===== config.mk =====
export PLATFORM = sky130hd
export DESIGN_NAME = twpc_ctrl
export DESIGN_NICKNAME = d
export VERILOG_FILES = /design/src/design/twpc_pkg.sv /design/src/design/twpc_ctrl.sv
export SDC_FILE = /design/constraint.sdc
export NUM_CORES = 1
export LEC_CHECK = 0
export BUFFER_PORTS_ARGS = -buffer_cell sky130_fd_sc_hd__buf_2
export CORE_AREA = 2 2 39 41
export CTS_BUF_LIST = sky130_fd_sc_hd__clkbuf_16
export DETAILED_ROUTE_END_ITERATION = 8
export DIE_AREA = 0 0 41 43
export PLACE_DENSITY = 0.7
export SYNTH_ARGS = -nofsm -noshare
export SYNTH_HDL_FRONTEND = slang
export SYNTH_SLANG_ARGS = --single-unit

===== constraint.sdc =====
create_clock -name clk -period 1.4 [get_ports clk]
set_clock_uncertainty 0.05 [all_clocks]
set_input_delay 0.42 -clock clk [delete_from_list [all_inputs] [get_ports clk]]
set_output_delay 0.42 -clock clk [all_outputs]
set_load 0.03 [all_outputs]

===== src/design/twpc_pkg.sv =====
`default_nettype none
package twpc_pkg;

	localparam int NODES      = 256;
	localparam int ALPHABET   = 26;
	localparam int COUNT_BITS = 16;

	localparam int NODE_BITS   = $clog2(NODES);
	localparam int FREE_BITS   = $clog2(NODES + 1);
	localparam int SLOT_DEPTH  = NODES * ALPHABET;
	localparam int SLOT_BITS   = $clog2(SLOT_DEPTH);
	localparam int MODE_BITS   = 2;
	localparam int LETTER_BITS = 5;
	localparam int OUT_BITS    = 16;
	localparam int OUT_MAX     = (1 << OUT_BITS) - 1;
	localparam int CLIP_BITS   = (COUNT_BITS > OUT_BITS) ? COUNT_BITS : OUT_BITS;

	localparam logic [COUNT_BITS-1:0] CNT_MAX = {COUNT_BITS{1'b1}};

	localparam logic [MODE_BITS-1:0] MODE_INSERT = 2'd0;
	localparam logic [MODE_BITS-1:0] MODE_WORD   = 2'd1;
	localparam logic [MODE_BITS-1:0] MODE_PREFIX = 2'd2;
	localparam logic [MODE_BITS-1:0] MODE_NONE   = 2'd3;

	typedef enum logic [3:0] {
		S_CLEAR,
		S_IDLE,
		S_ROOT,
		S_ROOT_WR,
		S_STEP,
		S_CHILD,
		S_PFX_WR,
		S_END,
		S_FIN,
		S_OUT
	} twpc_state_t;

	typedef struct packed {
		logic clr_step;
		logic load;
		logic miss_set;
		logic ovf_set;
		logic child_rd;
		logic advance;
		logic alloc;
		logic cnt_rd;
		logic cnt_rd_child;
		logic pfx_wr;
		logic fin_miss;
		logic fin_hit;
		logic emit;
	} twpc_cmd_t;

	typedef struct packed {
		logic clr_done;
		logic in_word;
		logic miss;
		logic empty;
		logic ends;
		logic insert;
		logic letter_bad;
		logic child_zero;
		logic pool_out;
		logic slot_free;
	} twpc_stat_t;

	function automatic logic [COUNT_BITS-1:0] sat_inc(input logic [COUNT_BITS-1:0] v);
		return (v == CNT_MAX) ? v : v + COUNT_BITS'(1);
	endfunction

	function automatic logic [OUT_BITS-1:0] clip_out(input logic [COUNT_BITS-1:0] v);
		logic [CLIP_BITS-1:0] w;
		w = CLIP_BITS'(v);
		if (w > CLIP_BITS'(OUT_MAX)) begin
			return OUT_BITS'(OUT_MAX);
		end
		return OUT_BITS'(w);
	endfunction

endpackage
`default_nettype wire


===== src/design/twpc_ctrl.sv =====
`default_nettype none
module twpc_ctrl import twpc_pkg::*; (
	input  logic                 clk,
	input  logic                 arst_n,
	input  logic                 in_valid,
	input  logic [MODE_BITS-1:0] mode,
	output logic                 in_stall,
	input  twpc_stat_t           stat,
	output twpc_cmd_t            cmd
);

	twpc_state_t state_q, state_d;

	always_ff @(posedge clk or negedge arst_n) begin
		if (!arst_n) begin
			state_q <= S_CLEAR;
		end else begin
			state_q <= state_d;
		end
	end

	always_comb begin
		state_d  = state_q;
		cmd      = '0;
		in_stall = 1'b1;
		unique case (state_q)
			S_CLEAR: begin
				cmd.clr_step = 1'b1;
				if (stat.clr_done) begin
					state_d = S_IDLE;
				end
			end
			S_IDLE: begin
				in_stall = 1'b0;
				if (in_valid && mode != MODE_NONE) begin
					cmd.load = 1'b1;
					// a new word that inserts bumps the root first
					if (mode == MODE_INSERT && !stat.in_word) begin
						state_d = S_ROOT;
					end else begin
						state_d = S_STEP;
					end
				end
			end
			S_ROOT: begin
				cmd.cnt_rd = 1'b1;
				state_d    = S_ROOT_WR;
			end
			S_ROOT_WR: begin
				cmd.pfx_wr = 1'b1;
				state_d    = S_STEP;
			end
			S_STEP: begin
				if (stat.empty || stat.miss) begin
					state_d = S_END;
				end else if (stat.letter_bad) begin
					cmd.miss_set = 1'b1;
					state_d      = S_END;
				end else begin
					cmd.child_rd = 1'b1;
					state_d      = S_CHILD;
				end
			end
			S_CHILD: begin
				if (stat.child_zero && !stat.insert) begin
					cmd.miss_set = 1'b1;
					state_d      = S_END;
				end else if (stat.child_zero && stat.pool_out) begin
					cmd.miss_set = 1'b1;
					cmd.ovf_set  = 1'b1;
					state_d      = S_END;
				end else begin
					cmd.advance = 1'b1;
					cmd.alloc   = stat.child_zero;
					if (stat.insert) begin
						cmd.cnt_rd       = 1'b1;
						cmd.cnt_rd_child = 1'b1;
						state_d          = S_PFX_WR;
					end else begin
						state_d = S_END;
					end
				end
			end
			S_PFX_WR: begin
				cmd.pfx_wr = 1'b1;
				state_d    = S_END;
			end
			S_END: begin
				if (!stat.ends) begin
					state_d = S_IDLE;
				end else if (stat.miss) begin
					cmd.fin_miss = 1'b1;
					state_d      = S_OUT;
				end else begin
					cmd.cnt_rd = 1'b1;
					state_d    = S_FIN;
				end
			end
			S_FIN: begin
				cmd.fin_hit = 1'b1;
				state_d     = S_OUT;
			end
			S_OUT: begin
				if (stat.slot_free) begin
					cmd.emit = 1'b1;
					state_d  = S_IDLE;
				end
			end
			default: begin
				state_d = S_IDLE;
			end
		endcase
	end

endmodule
`default_nettype wire


== Word-level counts from Yosys, hierarchy flattened ==
Cells that the tools add are included.

* Bits in read-only memories: 0
* Input bits: 15
* Bits in writable memories: 0
* Bits in latches: 0
* Logic and storage cells: 66
* Memories: 0
* Output and inout port bits: 14
* Bits in registers: 4

* Shifts and indexed selects: 0
* Magnitude comparators: 0
* Equal/unequal tests: 13
* Reductions and logical operators: 11
* Add/sub/neg operators: 0
* Mux-type cells: 41
* Bitwise gates (word level): 0
* Divide/modulo/power cells: 0
* Multiply operators: 0

{| class="wikitable"
|+ Operator list
! kind !! count
|-
| $pmux 4 s10 || 1
|-
| $mux 4 || 9
|-
| $mux 1 || 24
|-
| $eq 4x3->1 const B || 4
|-
| $eq 4x2->1 const B || 2
|-
| $eq 4x4->1 const B || 2
|-
| $mux 2 || 4
|-
| $ne 2x2->1 const B || 4
|-
| $eq 4x1->1 const B || 1
|-
| $logic_and 1x1->1 || 4
|-
| $logic_not 4->1 || 1
|-
| $mux 3 || 1
|-
| $pmux 1 s3 || 1
|-
| $reduce_and 3->1 || 1
|-
| $logic_not 1->1 || 2
|-
| $logic_not 2->1 || 1
|-
| $pmux 1 s2 || 1
|-
| $reduce_or 2->1 || 1
|-
| $logic_or 1x1->1 || 1
|}

== Longest topological paths before layout ==
* Depth after elaboration: 5
* Gate-level depth with buffers: 4

== Worst setup path after synthesis ==
OpenSTA, ideal clock, no wires.

* Path kind: reg-to-output
* Start point: register state_q[3]
* End point: output cmd[6] (netlist bit)
* Setup slack: -0.689 ns
* Path buffers: 0
* Cell stages (with the launch flop): 4
* Arrival: 1.619 ns
* Cell sequence: dfrtp_1 -> nand4bb_2 -> or2_1 -> nor3b_1

{| class="wikitable"
|+ RTL lines
! what !! RTL line !! RTL
|-
| start: declaration || twpc_ctrl.sv:12 || <nowiki>twpc_state_t state_q, state_d;</nowiki>
|-
| start signal: assignment || twpc_ctrl.sv:18 || <nowiki>state_q <= state_d;</nowiki>
|-
| end: declaration || twpc_ctrl.sv:9 || <nowiki>output twpc_cmd_t cmd</nowiki>
|}

==> results.md <==
- The register with the most flip-flops in the layout has 4 of them.
- Yosys printed 0 warnings.
- The cell area after technology mapping is 460.4 sq um.
- Measured in cells, the most critical reg-to-reg path has a length of 6.
- The initial standard-cell utilization of the core is 33.27%.
- The met2 global-route usage is 57.19%.
- Using the TritonRoute via totals, the vias-per-cell ratio works out to 5.650.
- The highest clock frequency the design can meet is 498.2 MHz.
- The DRC violations left is 0.
- The total number of vias is 808.
- For this run, the detailed router's first-pass iteration total came to 4.
- The number of antenna violations at the first check in global routing is 0.
- The count of pins over their slew limit is 0.
- The DRC marker count from the first detailed-route iteration is 15.
- The number of fill cells is 39.
- In the synthesized netlist, the number of instances is 65.
- In the post-route analysis, the smallest setup slack over all paths is -607.3 ps.
- The area overhead of the layout relative to synthesis is 184.2%.
- After synthesis, the share of flip-flops with an asynchronous set or reset is 100.0%.
- The detail route stage leaves a number of antenna-violating nets equal to 0.
- Ranked by instance count, the synthesized netlist is headed by nand2_1 (8), nor2_1 (8), a21oi_1 (4), dfrtp_1 (4), o21ai_0 (4).
- The cell taking the most area after synthesis is dfrtp_1.
- The clock transition at the registers of the reported paths is 30 ps.
- In this run the most used layer during global routing was met2.
- The maximum number of pins on one net before global-route repair is 11.
- The number of sinks on the clock net is 4.
- In the final routed layout, each cell accounts on average for 18.58 um.
- In this run the tightest slew margin relative to its limit is 76.35%.
- The cell area reported after detailed placement is 928.4 sq um.
- The leakage component of the power is 0.5750 nW.
- The count of buffers inserted at the top-level ports is 28.
- The transition at the pin with the smallest max-transition slack is 351.1 ps.
- The flow ran to the end, but the final reports show violations.
- The worst setup path category is reg -> out.
- The first global-routing pass estimated 3387 um of wire.
- Buffers inserted during clock tree synthesis total 3.
- The number of register bits inferred by synthesis is 4.
- Ranked by flip-flop count, first place goes to state_q.
- The die covers 1763 sq um.
- Of all nets on the critical path, the largest fanout is 3.
- VDD sags by at most 1870 uV.
- Synthesis instantiated 29 different standard cells from the library.
- The average cell area after synthesis is 7.084 sq um.
- For the worst setup path, the data arrival time is 1540 ps.
- The global-route track usage on met1 is 27.12%.
- Setup violations remaining at the end of the flow were counted as 16.
- The congestion estimate from routability-driven global placement came to 0.8080.
- The area share of the leading cell type in the synthesized netlist is 21.74%.
- The floorplan step set the die height to 43 um.
- The clock network latency to the later pin of the worst-skew pair is 230 ps.
- The worst setup path is launched from a flip-flop.
- For the finished layout, the period the worst path requires is 2007 ps.
- The met3 track demand over resource is 3.141%.
- The TritonCTS clock tree is done.
- Of the available clock period, the critical path in the final layout requires 143.4%.
- The sort of element at the end of the critical path is a primary output.
- The largest registers in the layout are state_q: 4 flops.
- The reported max-cap violation count is 0.
- The sum of negative setup slack is -7042 ps.
- Sequential elements use 21.74% of the synthesized area.
- The H-tree depth reported by CTS is 1.
- Counting instances, the worst hold path has a depth of 3.
- The fraction of the core area covered by cells at the end of the flow is 94.58%.
- The most used flip-flop cell after synthesis is dfrtp_1.
- The residual overflow from global routing is 0.
- The initialized floorplan defines 14 standard-cell rows.
- The buffer cell driving the clock tree root is clkbuf_16.
- By area the synthesized netlist is led by dfrtp_1 (22%), nand2_1 (6.5%), nor2_1 (6.5%), a21oi_1 (4.3%), o21ai_0 (4.3%).
- The number of global-route vias before repair was 803.
- For the worst setup path, the data required time is 930 ps.
- In this run the power density over the cells is 2349 nW/um^2.
- The horizontal extent of the die is 41 um.
- The global-route usage over all layers is 28.36%.
- The routed wire length is 2657 um.
- The number of ports placed on the die boundary is 29.
- The detailed placement HPWL is 1248 um.
- The slack of the worst reg-to-reg path is -170 ps.
- In the final design database the tool counted 143 nets.
- The total inserted antenna cells is 0.
- Counting along the longest clock path gives a buffer depth of 2.
- After routing the design area is 1309 sq um.
- The final reports fail on setup timing.
- The number of enable-type register cells in the synthesized netlist is 0.
- When the netlist entered floorplanning its net count stood at 80.
- Setup repair after global routing could not meet its margin everywhere.
- The fraction of layout instances using a drive strength above 1 is 77.95%.
- The core region is 1384 sq um.
- The path class of the tightest hold or removal check is in -> reg.
- The number of hold violations in the final report is 0.
==> routing by layer <==
metal	up-vias	part of all wire, %
met5	-	0
met4	0	2.9
met3	10	4.9
met2	45	55
met1	397	37
li1	356	-
==> worst max-delay path, stage by stage, from the launching register on <==
cell,delay [ps]
dfrtp_1,370
nand4bb_4,230
or2_4,280
a21oi_4,140
o21bai_4,140
buf_6,140
==> layout make-up <==
cell class	instances	area [sq um]	share of cell area [%]
flip-flops and latches	4	101.3	7.744
repair buffers	62	531.8	40.63
inverters	3	11.26	0.8604
clock inverters	1	3.754	0.2868
well taps	16	20.02	1.530
multi-input cells	54	565.5	43.21
clock buffers	3	75.07	5.736
==> report_power, final <==
| part | switching [mW] | internal (mW) |
|---|---|---|
| Combinational | 1.15 | 1.22 |
| Clock | 0.0929 | 0.370 |
| Sequential | 0.0606 | 0.176 |
| Total | 1.30 | 1.77 |
==> path summary, 6_finish.rpt <==
path	endpoint	start
setup / recovery	cmd[5]	state_q[1]
hold / removal	state_q[0]	stat[9]
setup reg to reg	state_q[1]	state_q[1]
hold reg to reg	state_q[2]	state_q[3]
max in group asynchronous	state_q[2]	arst_n
min in group asynchronous	state_q[0]	arst_n
==> metrics by stage <==
step	instances	total power [mW]	hold slack, ps	setup slack (ps)
floorplan	65	1.346	74.41	-413.0
global placement	129	1.780	172.1	-371.9
detailed placement	129	1.804	178.1	-412.4
CTS	141	2.818	430.2	-581.5
global route	143	3.173	441.4	-646.3
finish	143	3.075	446.1	-607.3
==> cell usage in the layout, fill, tap and decap left out, types with 2 or more instances in the layout <==
cell       instances
clkbuf_16          3
or3_4              2
a21oi_2            3
buf_4             24
and2_4             2
nand3_4            2
dfrtp_1            3
buf_2             14
nand2_1            7
inv_1              4
nand2b_1           2
nor2_4             7
buf_6             21
nor2b_4            3
o21ai_0            4
==> kinds of logic (layout without fill, tap and decap cells) <==
logic type | after synthesis | count (layout) | synth area share [%]
buffers and inverters | 7 | 69 | 7.879
xor gates and xnor gates | 1 | 1 | 1.903
and+or+nand+nor | 35 | 35 | 42.12
AOI/OAI and AO/OA | 18 | 18 | 26.36
DFF | 4 | 4 | 21.74
==> timing repair <==
item | 4_1_cts | 5_1_grt
buffers inserted | 7 | 3
resized for setup | 44 | 12
hold endpoints to repair | 4 | 0
setup endpoints to repair | 17 | 17
pin swaps | 10 | 4
gates cloned | 0 | 0
hold buffers | 1 | 0
Power figures use the tool's default switching activity.
